### src/hw/rtl/gbe_pkg.sv
// ----------------------------------------------------------------------------
// gbe_pkg
// Shared types and constants for the glyph bitmap embolden block: beat
// payloads, register indexes and the controller/datapath command and status.
// ----------------------------------------------------------------------------
package gbe_pkg;

    localparam int CFG_IDX_W  = 2;
    localparam int CFG_DATA_W = 11;
    localparam int PIX_W      = 8;

    localparam logic [CFG_IDX_W-1:0] REG_IMAGE_WIDTH    = 2'd0;
    localparam logic [CFG_IDX_W-1:0] REG_IMAGE_HEIGHT   = 2'd1;
    localparam logic [CFG_IDX_W-1:0] REG_HORIZ_STRENGTH = 2'd2;
    localparam logic [CFG_IDX_W-1:0] REG_VERT_STRENGTH  = 2'd3;

    localparam logic KIND_PIXEL = 1'b0;
    localparam logic KIND_FLUSH = 1'b1;

    localparam logic [PIX_W-1:0] PIX_MAX = 8'd255;

    typedef struct packed {
        logic             kind;
        logic [PIX_W-1:0] pixel_in;
    } t_in_beat;

    typedef struct packed {
        logic [PIX_W-1:0] pixel_out;
        logic             frame_last;
    } t_out_beat;

    typedef struct packed {
        logic start_pix;
        logic start_flush;
        logic widen;
        logic rd_issue;
        logic wr_line;
        logic emit;
    } t_cmd;

    typedef struct packed {
        logic in_full;
        logic have;
        logic vs_zero;
        logic rd_last;
        logic out_free;
    } t_status;

endpackage

### src/hw/rtl/gbe_ctrl.sv
// ----------------------------------------------------------------------------
// gbe_ctrl
// Sequencer for the embolden block: accepts a beat, steps the datapath
// through widening, line store reads, line store write and result hand-off (a flush beat only reads and hands off).
// ----------------------------------------------------------------------------
module gbe_ctrl
    import gbe_pkg::*;
(
    input  logic    i_clk,
    input  logic    i_rst_n,
    input  logic    i_in_valid,
    input  logic    i_in_kind,
    output logic    o_in_stall,
    input  t_status i_status,
    output t_cmd    o_cmd
);

    typedef enum logic [5:0] {
        S_IDLE  = 6'b000001,
        S_WIDEN = 6'b000010,
        S_READ  = 6'b000100,
        S_DRAIN = 6'b001000,
        S_WRITE = 6'b010000,
        S_EMIT  = 6'b100000
    } t_state;

    t_state r_state, n_state;
    logic   r_flush, n_flush;
    logic   r_have, n_have;

    always_comb begin
        n_state = r_state;
        n_flush = r_flush;
        n_have  = r_have;
        o_cmd   = '0;
        unique case (r_state)
            S_IDLE: begin
                if (i_in_valid) begin
                    if (i_in_kind == KIND_PIXEL) begin
                        if (!i_status.in_full) begin
                            o_cmd.start_pix = 1'b1;
                            n_flush         = 1'b0;
                            n_state         = S_WIDEN;
                        end
                    end else if (i_status.in_full) begin
                        o_cmd.start_flush = 1'b1;
                        n_flush           = 1'b1;
                        n_state           = S_READ;
                    end
                end
            end
            S_WIDEN: begin
                o_cmd.widen = 1'b1;
                n_have      = i_status.have;
                if (i_status.have && !i_status.vs_zero) begin
                    n_state = S_READ;
                end else begin
                    n_state = S_WRITE;
                end
            end
            S_READ: begin
                o_cmd.rd_issue = 1'b1;
                if (i_status.rd_last) begin
                    n_state = S_DRAIN;
                end
            end
            S_DRAIN: begin
                n_state = r_flush ? S_EMIT : S_WRITE;
            end
            S_WRITE: begin
                o_cmd.wr_line = 1'b1;
                n_state       = r_have ? S_EMIT : S_IDLE;
            end
            S_EMIT: begin
                if (i_status.out_free) begin
                    o_cmd.emit = 1'b1;
                    n_state    = S_IDLE;
                end
            end
            default: begin
                n_state = S_IDLE;
            end
        endcase
    end

    always_ff @(posedge i_clk) begin
        if (!i_rst_n) begin
            r_state <= S_IDLE;
            r_flush <= 1'b0;
            r_have  <= 1'b0;
        end else begin
            r_state <= n_state;
            r_flush <= n_flush;
            r_have  <= n_have;
        end
    end

    assign o_in_stall = (r_state != S_IDLE);

endmodule

### config.mk
export PLATFORM = sky130hd
export DESIGN_NAME = gbe_ctrl
export DESIGN_NICKNAME = d
export VERILOG_FILES = /design/src/hw/rtl/gbe_pkg.sv /design/src/hw/rtl/gbe_ctrl.sv
export SDC_FILE = /design/constraint.sdc
export NUM_CORES = 1
export LEC_CHECK = 0
export BUFFER_PORTS_ARGS = -buffer_cell sky130_fd_sc_hd__buf_2
export CAP_MARGIN = 20
export CORE_AREA = 2 2 39 41
export DETAILED_ROUTE_END_ITERATION = 7
export DIE_AREA = 0 0 41 43
export PLACE_DENSITY = 0.66
export SETUP_SLACK_MARGIN = 0.02
export SYNTH_ARGS = -nofsm -noshare
export SYNTH_HDL_FRONTEND = slang
export SYNTH_SLANG_ARGS = --single-unit
### constraint.sdc
create_clock -name i_clk -period 4.8 [get_ports i_clk]
set_clock_uncertainty 0.05 [all_clocks]
set_input_delay 0.48 -clock i_clk [delete_from_list [all_inputs] [get_ports i_clk]]
set_output_delay 0.48 -clock i_clk [all_outputs]
set_load 0.01 [all_outputs]
# Word-level counts from Yosys, hierarchy flattened
# Index checks and enable logic that the tools add are counted.
[op_classes] muxes=24 n_addsub=0 reduce_logical=4 order_cmp=0 div=0 bitwise=0 eq_ne=14 n_mul=0 n_shift=0
[ops] cell="$mux 6" n=8
[ops] cell="$pmux 6 s6" n=1
[ops] cell="$mux 1" n=12
[ops] cell="$ne 2x2->1 const B" n=4
[ops] cell="$eq 6x1->1 const B" n=1
[ops] cell="$eq 6x2->1 const B" n=1
[ops] cell="$eq 6x3->1 const B" n=1
[ops] cell="$eq 6x4->1 const B" n=1
[ops] cell="$eq 6x5->1 const B" n=1
[ops] cell="$eq 6x6->1 const B" n=1
[ops] cell="$ne 3x3->1 const B" n=2
[ops] cell="$ne 6x1->1 const B" n=1
[ops] cell="$mux 5" n=1
[ops] cell="$reduce_and 5->1" n=1
[ops] cell="$mux 2" n=2
[ops] cell="$reduce_and 4->1" n=1
[ops] cell="$ne 2x1->1 const B" n=1
[ops] cell="$logic_and 1x1->1" n=1
[ops] cell="$logic_not 1->1" n=1
[word_totals] ram_bits=0 elab_cells=45 in_bits=9 reg_bits=8 rom_bits=0 latch_bits=0 out_inout_bits=7 memories=0

# Logic depth before layout (Yosys ltp)
[logic_depth] ltp_word=4 mapped_depth=6 depth_no_buf=6

# Worst setup path after synthesis
# No wires, ideal clock.
[synth_timing] path_type="reg2out" from="reg r_state[2]" to="out o_cmd[4] (netlist bit)" setup_slack_ns=2.973 stages_incl_launch_ff=4 arrival_ns=1.297 n_path_buf=0 path_cell_list="dfxtp_1 > nor4_1 > and2_1 > and3_1"
[synth_rtl] element="start: declaration" line_no="gbe_ctrl.sv:27" source="t_state r_state, n_state;"
[synth_rtl] element="start signal: assignment" line_no="gbe_ctrl.sv:92" source="r_state <= n_state;"
[synth_rtl] element="end: declaration" line_no="gbe_ctrl.sv:15" source="output t_cmd o_cmd"

==> metrics.md <==
| Metric | Value |
|---|---|
| Status | complete, no violations |
| Sequential Area | 160.2 µm² |
| CP top delay family | simple AND/OR/NAND/NOR gates |
| Syn Inst Count | 63 |
| Hold Slack | slightly above 0.4 ns |
| Die H | 43 µm |
| H-tree levels | 1 |
| R2R Setup Slk | 2.95 ns |
| Critical Path, Cell by Cell | nor4_1, and2_1, and3_1, buf_2 |
| CP arrival | 1.85 ns |
| Final layout net count | 96 |
| Slowest cell on the critical path | nor4_1 |
| Commonest cells post-synth | dfxtp_1 (8), inv_1 (7), ha_1 (4) |
| Largest area contributor in the netlist | dfxtp_1 |
| Worst endpoint required time | 4.27 ns |
| Starting DRT DRC Count | 11 |
| Area of the multi-input gates | 366.6 µm² |
| Placed instance area | ~650 µm² |
| Wire per inst | 12.84 µm |
| Row cnt | 14 |
| Final worst slack | 2.422 ns |
| Share of the synthesized area in the top cell type | between 20 and 30% |
| Most frequent cell after synthesis | dfxtp_1 |
| Mapped Area | 553.0 µm² |
| Largest stage delay, worst path | 0.64 ns |
| Diodes inserted | 0 |
| Max transition margin | 53.43% |
| Worst vdd ir | 0.0002123 V |
| Routability cong. | between 0.7 and 0.8 |
| IO buf count | 15 |
| Die width | 41 µm |
| Synth warn | 0 |
| Crit-path max FO | 8 |
| Startpoint types | register |
| Leakage | 0.3101 nW |
| Endpoints failing setup | 0 |
| Wirelength, routed | 1245 µm |
| Antenna violations before repair | 0 |
| CTS tree | built |
| CP bufs+invs | 1 |
| Drt drc | 0 |
| Clock sink count | 8 |
| Fin. Hold Viols | 0 |
| Critical Path End Type | output pin |
| Vias | around 550 |
| Period utilization | 49.54% |
| Syn_nets | between 70 and 80 |
| Layout Utilization | 48.46% |
| Tot GR Track Use | 16.60% |
| Maxcap violations | 0 |
| Avg Inst Size Synth | 8.778 µm² |
| Setup TNS | 0 ns |
| DPL Wire Length | between 900 and 1000 µm |
| RSZ-0062 raised after global routing | false |
| GRT overflow | 0 |
| Die area | 0.001763 mm² |
| Area of the core region | 0.001384 mm² |
| Total power | roughly 270 µW |
| CTS Buf Count | 3 |
| Post-CTS sizing | 0 |
| CTS Root Cell | clkbuf_4 |
| Boundary Pins | 16 |
| Vias per cell | 5.660 |
| Dpl cells | 94 |
| Hold Buf Count CTS | 0 |
| Pin count of the biggest net entering global routing | 10 |
| DRT Pass-1 Iters | 4 |
| Seq cells post-synth | 8 |
| Maximum clock frequency | 420.6 MHz |
| Setup bufs post-CTS | 0 |
| Pwr/cell area | 401.7 mW/mm² |
| Async S/R FF share, synth | 0% |
| First-pass GRT wire length | 1987 µm |
| Max clock buf depth | 2 |
| Number of global-route vias before repair | 508 |
| Design Area, Final | between 600 and 700 µm² |
| HP Class | in -> reg |
| Detail Route Antenna Nets | 0 |
| Pre-CTS setup slack | between 2 and 3 ns |
| Register area share after synthesis | around 29% |
| Area growth from synthesis to layout | 21.27% |
| Initial core utilization | about two fifths |
| Max-slew violation count | 0 |
| Layout cells sized above 1 | about 28% |
| Worst Tran Pin Value | ~0.69 ns |
| Synth top area cells | dfxtp_1 (29%), ha_1 (9.0%), inv_1 (4.8%) |
| Number of library cell types mapped by synthesis | 36 |
| Top_reg_cell synth | dfxtp_1 |
| Fill count | 136 |
| Post-synth EDFFs | 0 |
| Worst-path clk slew | 0.06 ns |
| Crit path time final | 2.378 ns |
| Crit path kind | reg -> out |
| Clk_lat worst skew | 0.26 ns |
| Post-Layout Cell Count | 97 |
==> worst reg2reg max path, delay by kind of cell, from the launching register on <==
family,cells,cell delay [ns]
flops,1,0.37
simple gates,3,1.33
==> final cells by class <==
type	instances	share of cell area [%]
timing repair buffer	15	11.19
multi-input combinational	48	54.66
inverter	7	3.918
clock buffer	3	3.358
sequential	8	23.88
tap	16	2.985
==> layer usage <==
layer / GRT usage (%) / up-vias / part of all wire [%]
met5: 0 / - / 0
met4: 12.00 / 0 / 2.4
met3: 1.571 / 4 / 4.4
met2: 24.69 / 15 / 47
met1: 21.04 / 250 / 46
li1: - / 280 / -
==> cell families after synthesis <==
family | count (synthesis) | share of synthesized area [%]
compound gates | 14 | 18.33
simple gates | 29 | 37.11
fa+ha+maj | 4 | 9.050
buf+inv | 7 | 4.752
mux | 1 | 1.810
flops | 8 | 28.96
==> registers in the layout (all words and copies together) (netlist names) <==
signal	flops
r_flush	1
r_have	1
r_state	6
==> final timing paths <==
check / from / to / cells after the start
worst min register to register: r_flush / r_flush / 2
worst min-delay path: i_in_kind / r_state[1] / 2
worst max register to register: r_state[3] / r_state[3] / 3
worst max-delay path: r_state[2] / o_cmd[5] / 4
==> where the power goes <==
group          switching, mW  internal (mW)
sequential            0.0175         0.0779
combinational         0.0649         0.0560
clock                 0.0244         0.0287
total                  0.107          0.163
==> cell usage in the layout (no fill, tap or decap) <==
cell	count
or4_1	1
o211a_1	1
or4b_4	1
a21boi_0	1
a221oi_1	1
o311ai_0	1
mux2i_1	1
nor2b_1	3
or4b_1	1
a22o_1	1
and2_1	1
o32a_1	1
nor3b_1	2
ha_1	4
o211ai_1	1
nor4b_1	1
nand2_1	2
nand3_1	2
o21ai_1	1
or2b_1	1
clkbuf_4	3
nand3_2	1
a21oi_1	3
or3b_2	1
nor3_1	1
and3_1	2
nor2_1	2
nor4_1	3
dfxtp_1	8
nand2b_1	1
o41ai_1	1
inv_1	7
buf_2	15
or4_4	1
o21ai_0	1
and4_2	1
o22ai_1	1
and4b_1	1
No activity file was read; power rests on OpenSTA's default activity.
